**config.mk**
```make
export PLATFORM = sky130hd
export DESIGN_NAME = trd_div
export DESIGN_NICKNAME = d
export VERILOG_FILES = /design/src/trd_pkg.sv /design/src/trd_div.sv
export SDC_FILE = /design/constraint.sdc
export NUM_CORES = 1
export LEC_CHECK = 0
export BUFFER_PORTS_ARGS = -buffer_cell sky130_fd_sc_hd__buf_4
export CORE_MARGIN = 2
export CORE_UTILIZATION = 40
export CTS_BUF_LIST = sky130_fd_sc_hd__clkbuf_4 sky130_fd_sc_hd__clkbuf_8 sky130_fd_sc_hd__clkbuf_16
export DETAILED_ROUTE_END_ITERATION = 7
export PLACE_DENSITY = 0.59
export SYNTH_ARGS = -nofsm -noshare
export SYNTH_HDL_FRONTEND = slang
export SYNTH_SLANG_ARGS = --single-unit
```
**constraint.sdc**
```tcl
create_clock -name i_clk -period 5.85 [get_ports i_clk]
set_input_delay 1.4625 -clock i_clk [delete_from_list [all_inputs] [get_ports i_clk]]
set_output_delay 1.4625 -clock i_clk [all_outputs]
set_load 0.1 [all_outputs]
```
**src/trd_pkg.sv**
```systemverilog
`timescale 1ns / 1ps
// ----------------------------------------------------------------------------
// trd_pkg
// Shared widths, opcodes and the multiply-accumulate command type of the
// triangle rasterizer with depth test.
// ----------------------------------------------------------------------------
package trd_pkg;

    localparam int OP_W          = 2;
    localparam int COORD_W       = 11;
    localparam int Z_W           = 16;
    localparam int COLOR_W       = 24;
    localparam int ADDR_IN_W     = 14;
    localparam int COUNT_W       = 15;
    localparam int SUBPIXEL_BITS = 4;
    localparam int SUB_HALF      = (1 << SUBPIXEL_BITS) >> 1;

    // pixel coordinate, wide enough for the largest screen
    localparam int PX_W      = 11;
    localparam int EDGE_W    = 32;
    localparam int MUL_B_W   = 17;
    localparam int ACC_W     = 50;
    localparam int AREA_W    = 25;
    // quotient magnitude never exceeds the largest vertex depth
    localparam int QUOT_BITS = 17;
    localparam int QUOT_W    = QUOT_BITS + 1;

    localparam logic [OP_W-1:0] OP_CLEAR = 2'd0;
    localparam logic [OP_W-1:0] OP_DRAW  = 2'd1;
    localparam logic [OP_W-1:0] OP_READ  = 2'd2;

    localparam logic [COLOR_W-1:0] BG_RESET  = 24'h111133;
    localparam logic [COUNT_W-1:0] COUNT_MAX = 15'h7fff;

    typedef logic [1:0] t_mac_op;
    localparam t_mac_op MAC_NOP  = 2'd0;
    localparam t_mac_op MAC_LOAD = 2'd1;
    localparam t_mac_op MAC_ADD  = 2'd2;
    localparam t_mac_op MAC_SUB  = 2'd3;

    typedef struct packed {
        t_mac_op             op;
        logic [EDGE_W-1:0]   a;
        logic [MUL_B_W-1:0]  b;
    } t_mac_cmd;

endpackage

```
**src/trd_div.sv**
```systemverilog
`timescale 1ns / 1ps
// ----------------------------------------------------------------------------
// trd_div
// Serial restoring divider, one quotient bit per cycle, truncates toward zero.
// ----------------------------------------------------------------------------
module trd_div import trd_pkg::*; (
    input  logic                     i_clk,
    input  logic                     i_rst_n,
    input  logic                     i_start,
    input  logic signed [ACC_W-1:0]  i_dividend,
    input  logic [AREA_W-1:0]        i_divisor,
    output logic                     o_done,
    output logic signed [QUOT_W-1:0] o_quot
);

    localparam int CNT_W = $clog2(QUOT_BITS + 1);

    logic                 r_busy;
    logic                 r_done;
    logic [CNT_W-1:0]     r_cnt;
    logic [AREA_W-1:0]    r_rem;
    logic [AREA_W-1:0]    r_dsr;
    logic [QUOT_BITS-1:0] r_low;
    logic [QUOT_BITS-1:0] r_q;
    logic                 r_neg;
    logic [ACC_W-1:0]     mag;
    logic [AREA_W:0]      trial;
    logic                 ge;

    assign mag   = i_dividend[ACC_W-1] ? ACC_W'(-i_dividend) : ACC_W'(i_dividend);
    assign trial = {r_rem, r_low[QUOT_BITS-1]};
    assign ge    = trial >= {1'b0, r_dsr};

    always_ff @(posedge i_clk) begin
        if (!i_rst_n) begin
            r_busy <= 1'b0;
            r_done <= 1'b0;
        end else begin
            r_done <= 1'b0;
            if (i_start) begin
                r_busy <= 1'b1;
            end else if (r_busy && r_cnt == CNT_W'(1)) begin
                r_busy <= 1'b0;
                r_done <= 1'b1;
            end
        end
        if (i_start) begin
            // upper part is below the divisor since the quotient fits QUOT_BITS
            r_rem <= mag[QUOT_BITS+AREA_W-1:QUOT_BITS];
            r_low <= mag[QUOT_BITS-1:0];
            r_dsr <= i_divisor;
            r_neg <= i_dividend[ACC_W-1];
            r_cnt <= CNT_W'(QUOT_BITS);
        end else if (r_busy) begin
            r_rem <= ge ? AREA_W'(trial - {1'b0, r_dsr}) : trial[AREA_W-1:0];
            r_low <= r_low << 1;
            r_q   <= {r_q[QUOT_BITS-2:0], ge};
            r_cnt <= r_cnt - CNT_W'(1);
        end
    end

    assign o_done = r_done;
    assign o_quot = r_neg ? -$signed({1'b0, r_q}) : $signed({1'b0, r_q});

endmodule

```
Yosys cells after proc, flatten, opt, wreduce, memory -nomap -nowiden
Index checks and enable logic that the tools add are counted.

word-level totals
  bits in registers = 92
  bits in latches = 0
  memory bits (writable) = 0
  ROM bits = 0
  bits of input ports = 78
  output and inout port bits = 19
  logic and storage cells = 31
  memories = 0

operators by class
  $add $sub $neg = 4
  multipliers = 0
  div/mod/pow operators = 0
  $lt $le $gt $ge = 1
  equal/unequal tests = 1
  shift-type cells = 0
  mux-type cells = 10
  bitwise operators = 2
  reductions and logical operators = 5

operators with widths
  cell                                                                    count
  25-bit two-way mux                                                      3
  42-bit two-way mux                                                      1
  42-bit negator                                                          1
  17-bit two-way mux                                                      2
  26-bit by 25-bit greater-or-equal comparator with 1-bit output          1
  25-bit subtractor                                                       1
  18-bit two-way mux                                                      1
  17-bit negator with 18-bit output                                       1
  5-bit by 1-bit equality test with 1-bit output (second input constant)  1
  5-bit by 1-bit subtractor with 5-bit output (second input constant)     1
  2-bit nonzero test                                                      2
  1-bit two-way mux                                                       3
  1-bit inverter                                                          2
  2-bit AND reduction                                                     1
  2-bit OR reduction                                                      1
  1-bit logical AND                                                       1

Depth between registers and ports, before layout
  word-level depth = 4
  mapped depth = 13
  depth with buffers taken out = 12

Worst setup path before layout
OpenSTA, ideal clock, no wires.

  path kind = reg2out
  start = reg r_neg
  end = out o_quot[1]
  arrival = 2831 ps
  required time = 4388 ps
  path slack = 1557 ps
  cell stages (with the launch flop) = 4
  path buffers = 2
  cells stage by stage = edfxtp_1 clkbuf_1 clkbuf_1 o21ai_0

on the way
  cells in the longest elaborated chain, start to end = 1

ends and longest elaborated chain
  item                    RTL line       RTL
  from (decl)             trd_div.sv:25  logic r_neg;
  from (signal assigned)  trd_div.sv:52  r_neg <= i_dividend[ACC_W-1];
  18-bit two-way mux      trd_div.sv:63  assign o_quot = r_neg ? -$signed({1'b0, r_q}) : $signed({1'b0, r_q});
  to (decl)               trd_div.sv:13  output logic signed [QUOT_W-1:0] o_quot

Every way passes these cells.

Final worst setup path
  start = reg r_q[2]
  end = out o_quot[11]

on the way
  cells in the longest elaborated chain, start to end = 2

ends and longest elaborated chain
  item                               RTL line       RTL
  from (decl)                        trd_div.sv:24  logic [QUOT_BITS-1:0] r_q;
  from (signal assigned)             trd_div.sv:57  r_q <= {r_q[QUOT_BITS-2:0], ge};
  17-bit negator with 18-bit output  trd_div.sv:63
  18-bit two-way mux                 trd_div.sv:63

Every way passes these cells.

==> results_dict.tcl <==
set metrics [dict create \
    async_flop_share 0 \
    wl_per_cell_um 16.60 \
    setup_viol 0 \
    yosys_warnings 0 \
    pre_cts_ws_ns 1.872 \
    h-tree-depth 3 \
    crit_required_ns 4.39 \
    drv_slew 0 \
    postCtsSetupBuffers 0 \
    cts_buffer_depth 2 \
    status "complete, no violations" \
    diodes 0 \
    ir_worst_vdd_v 0.0001307 \
    hpwl_um 11460 \
    final_common_cell "buf_4" \
    clkLatencyLatePin_ns 0.35 \
    die_h_um 130.0 \
    clock_sinks 92 \
    drc 0 \
    drtIter0Drc 411 \
    path_class "flop to output port" \
    yosysUniqueCellTypes 69 \
    slew_headroom 0.2611 \
    cp_data_arrival_time_ns 2.51 \
    portBuffers 89 \
    grt_pass1_wl_um 25270 \
    grt_use_total 0.1901 \
    syn2layout_area_growth_pct 17.47 \
    grt.overflow.total 0 \
    final.setup_skew_ns 0.007246 \
    r2r_slack_ns 2.43 \
    hold_depth 0 \
    fin_crit_sh 0.6798 \
    fill_cells 1498 \
    pwr_density_cell_nw_per_um2 333.6 \
    cts_resized 0 \
    ioPinCount 97 \
    die_w_um 130.0 \
    cts_hold_buf 0 \
    syn_nets 759 \
    synth_edf_count 85 \
    end_kind "output port" \
    cts_made_buffers 9 \
    clkTransAtPathRegs_ns 0.07 \
    synth-main-ff-cell "edfxtp_1" \
    finalWorstSetupSlack_ns 1.873 \
    fin_util 0.4750 \
    drive_gt1_frac 0.1710 \
    antenna_left 0 \
    rsz0062_at_grt "false" \
    final_cell_mix "91 x buf_4, 85 x edfxtp_1, 53 x nand2_1" \
    firstDrtPassIters 4 \
    worst_pin_slew_ns 1.108 \
    synth_area_per_cell_um2 9.760 \
    grt_pass1_vias 5044 \
    maxCapViolCount 0 \
    fin_setup_tns_ns 0 \
    p_leak_nw 2.971 \
    core_area_um2 15710 \
    cts_tree "yes" \
    synth_seq_cells 92 \
    vias 5181 \
    routed_wl_um 15720 \
    grt_max_degree 61 \
    postSynthCellCount 651 \
    worstSetupStartpointType "flop" \
    fin_crit_ns 3.977 \
    die_area_um2 16910 \
    ff2ff_path_depth 9 \
    ctsRootBufferMaster "clkbuf_16" \
    yosysSeqAreaShare 0.4238 \
    num-nets-final 834 \
    hold_violations 0 \
    start_util 0.4044 \
    routabilityCongestion 0.8420 \
    viasPerCell 5.471 \
    min_path_type "flop to flop" \
    antenna_found_initial 0 \
    syn_area_um2 6354 \
    placementRows 46 \
    worstPathMaxFanout 6 \
    max_freq_mhz 251.5 \
]
-- area by class of cell --
type | count | area [um2] | area share
inverters | 44 | 165.2 | 0.02213
multi-input cells | 488 | 3372 | 0.4518
clock buffers | 10 | 232.7 | 0.03118
clock inverters | 6 | 47.55 | 0.006370
flip-flops and latches | 92 | 2693 | 0.3608
repair buffers | 91 | 683.2 | 0.09153
well taps | 216 | 270.3 | 0.03621
-- report_power, final --
group / switching (mW) / internal [mW]
clock: 0.272 / 0.297
sequential: 0.0529 / 0.838
combinational: 0.631 / 0.399
-- worst max-delay path: stages, from the launching register on --
cell and delay, ns:
edfxtp_1 0.50, nor4_1 0.36, nand2b_1 0.12, nor2_1 0.22
nand2_1 0.11, o41ai_1 0.37, xnor2_1 0.17, buf_4 0.31
-- kinds of logic (layout without fill, tap and decap cells) --
kind of cell    after synthesis  count (layout)  share of synthesized area
buf+inv                      71             151                    0.04549
xor+xnor                     70              70                    0.09649
simple gates                198             198                     0.1638
compound gates              170             170                     0.1780
fa+ha+maj                    30              30                    0.06026
flops                        92              92                     0.4238
mux                          20              20                    0.03210
-- worst paths after layout --
check / endpoint / start
hold / removal: r_q[2]$_DFFE_PP_ / r_q[1]$_DFFE_PP_
setup / recovery: o_quot[11] / r_q[2]$_DFFE_PP_
hold reg to reg: r_q[2]$_DFFE_PP_ / r_q[1]$_DFFE_PP_
setup reg to reg: r_rem[16]$_DFFE_PP_ / r_rem[18]$_DFFE_PP_
-- state kept, by name, summed over array words and instances, names as in the netlist --
name    cells
r_neg       1
o_done      1
r_cnt       5
r_low      17
r_busy      1
r_dsr      25
r_rem      25
r_q        17
-- cells in the mapped netlist (all sizes together), types with 3 or more instances --
cell,number,share of area
nor2,51,0.031
a2111o,3,0.0053
o41ai,12,0.019
nor4b,3,0.0065
edfxtp,85,0.40
buf,10,0.0093
ha,29,0.057
xor2,31,0.043
nor4,6,0.0069
xnor2,39,0.054
mux2,3,0.0053
o21bai,5,0.0059
a22oi,7,0.0083
o31ai,13,0.015
nand4,9,0.012
nand3,21,0.017
a31oi,4,0.0039
o21a,3,0.0035
a21oi,41,0.034
nand2b,5,0.0049
or3,5,0.0049
or4,9,0.012
dfxtp,7,0.022
nand2,53,0.031
mux2i,17,0.027
or2,4,0.0043
nor3b,3,0.0035
inv,44,0.026
nor2b,7,0.0069
o31a,3,0.0041
a211oi,5,0.0059
o21ai,48,0.038
and2,3,0.0030
clkbuf,17,0.010
nor3,7,0.0055
a21o,9,0.011
and3,7,0.0069
-- per-stage QoR --
stage / instances / cell area, um2 / hold slack, ns / power, mW
final: 947 / 7463 / 0.4981 / 2.490
after global routing: 947 / 7463 / 0.5238 / 2.647
after CTS: 947 / 7463 / 0.5103 / 2.504
after detailed placement: 931 / 7183 / 0.4877 / 1.928
after global placement: 931 / 7183 / 0.4766 / 1.912
after floorplan: 651 / 6354 / 0.4507 / 1.678
-- metal layers --
| layer | up-vias | wire length, um | global-route usage |
|---|---|---|---|
| met1 | 2476 | 7355 | 0.2596 |
| li1 | 2552 | - | - |
| met2 | 137 | 7451 | 0.3089 |
| met5 | - | 0 | 0 |
| met3 | 16 | 651 | 0.02624 |
| met4 | 0 | 261 | 0.07084 |
Power figures use the tool's default switching activity.
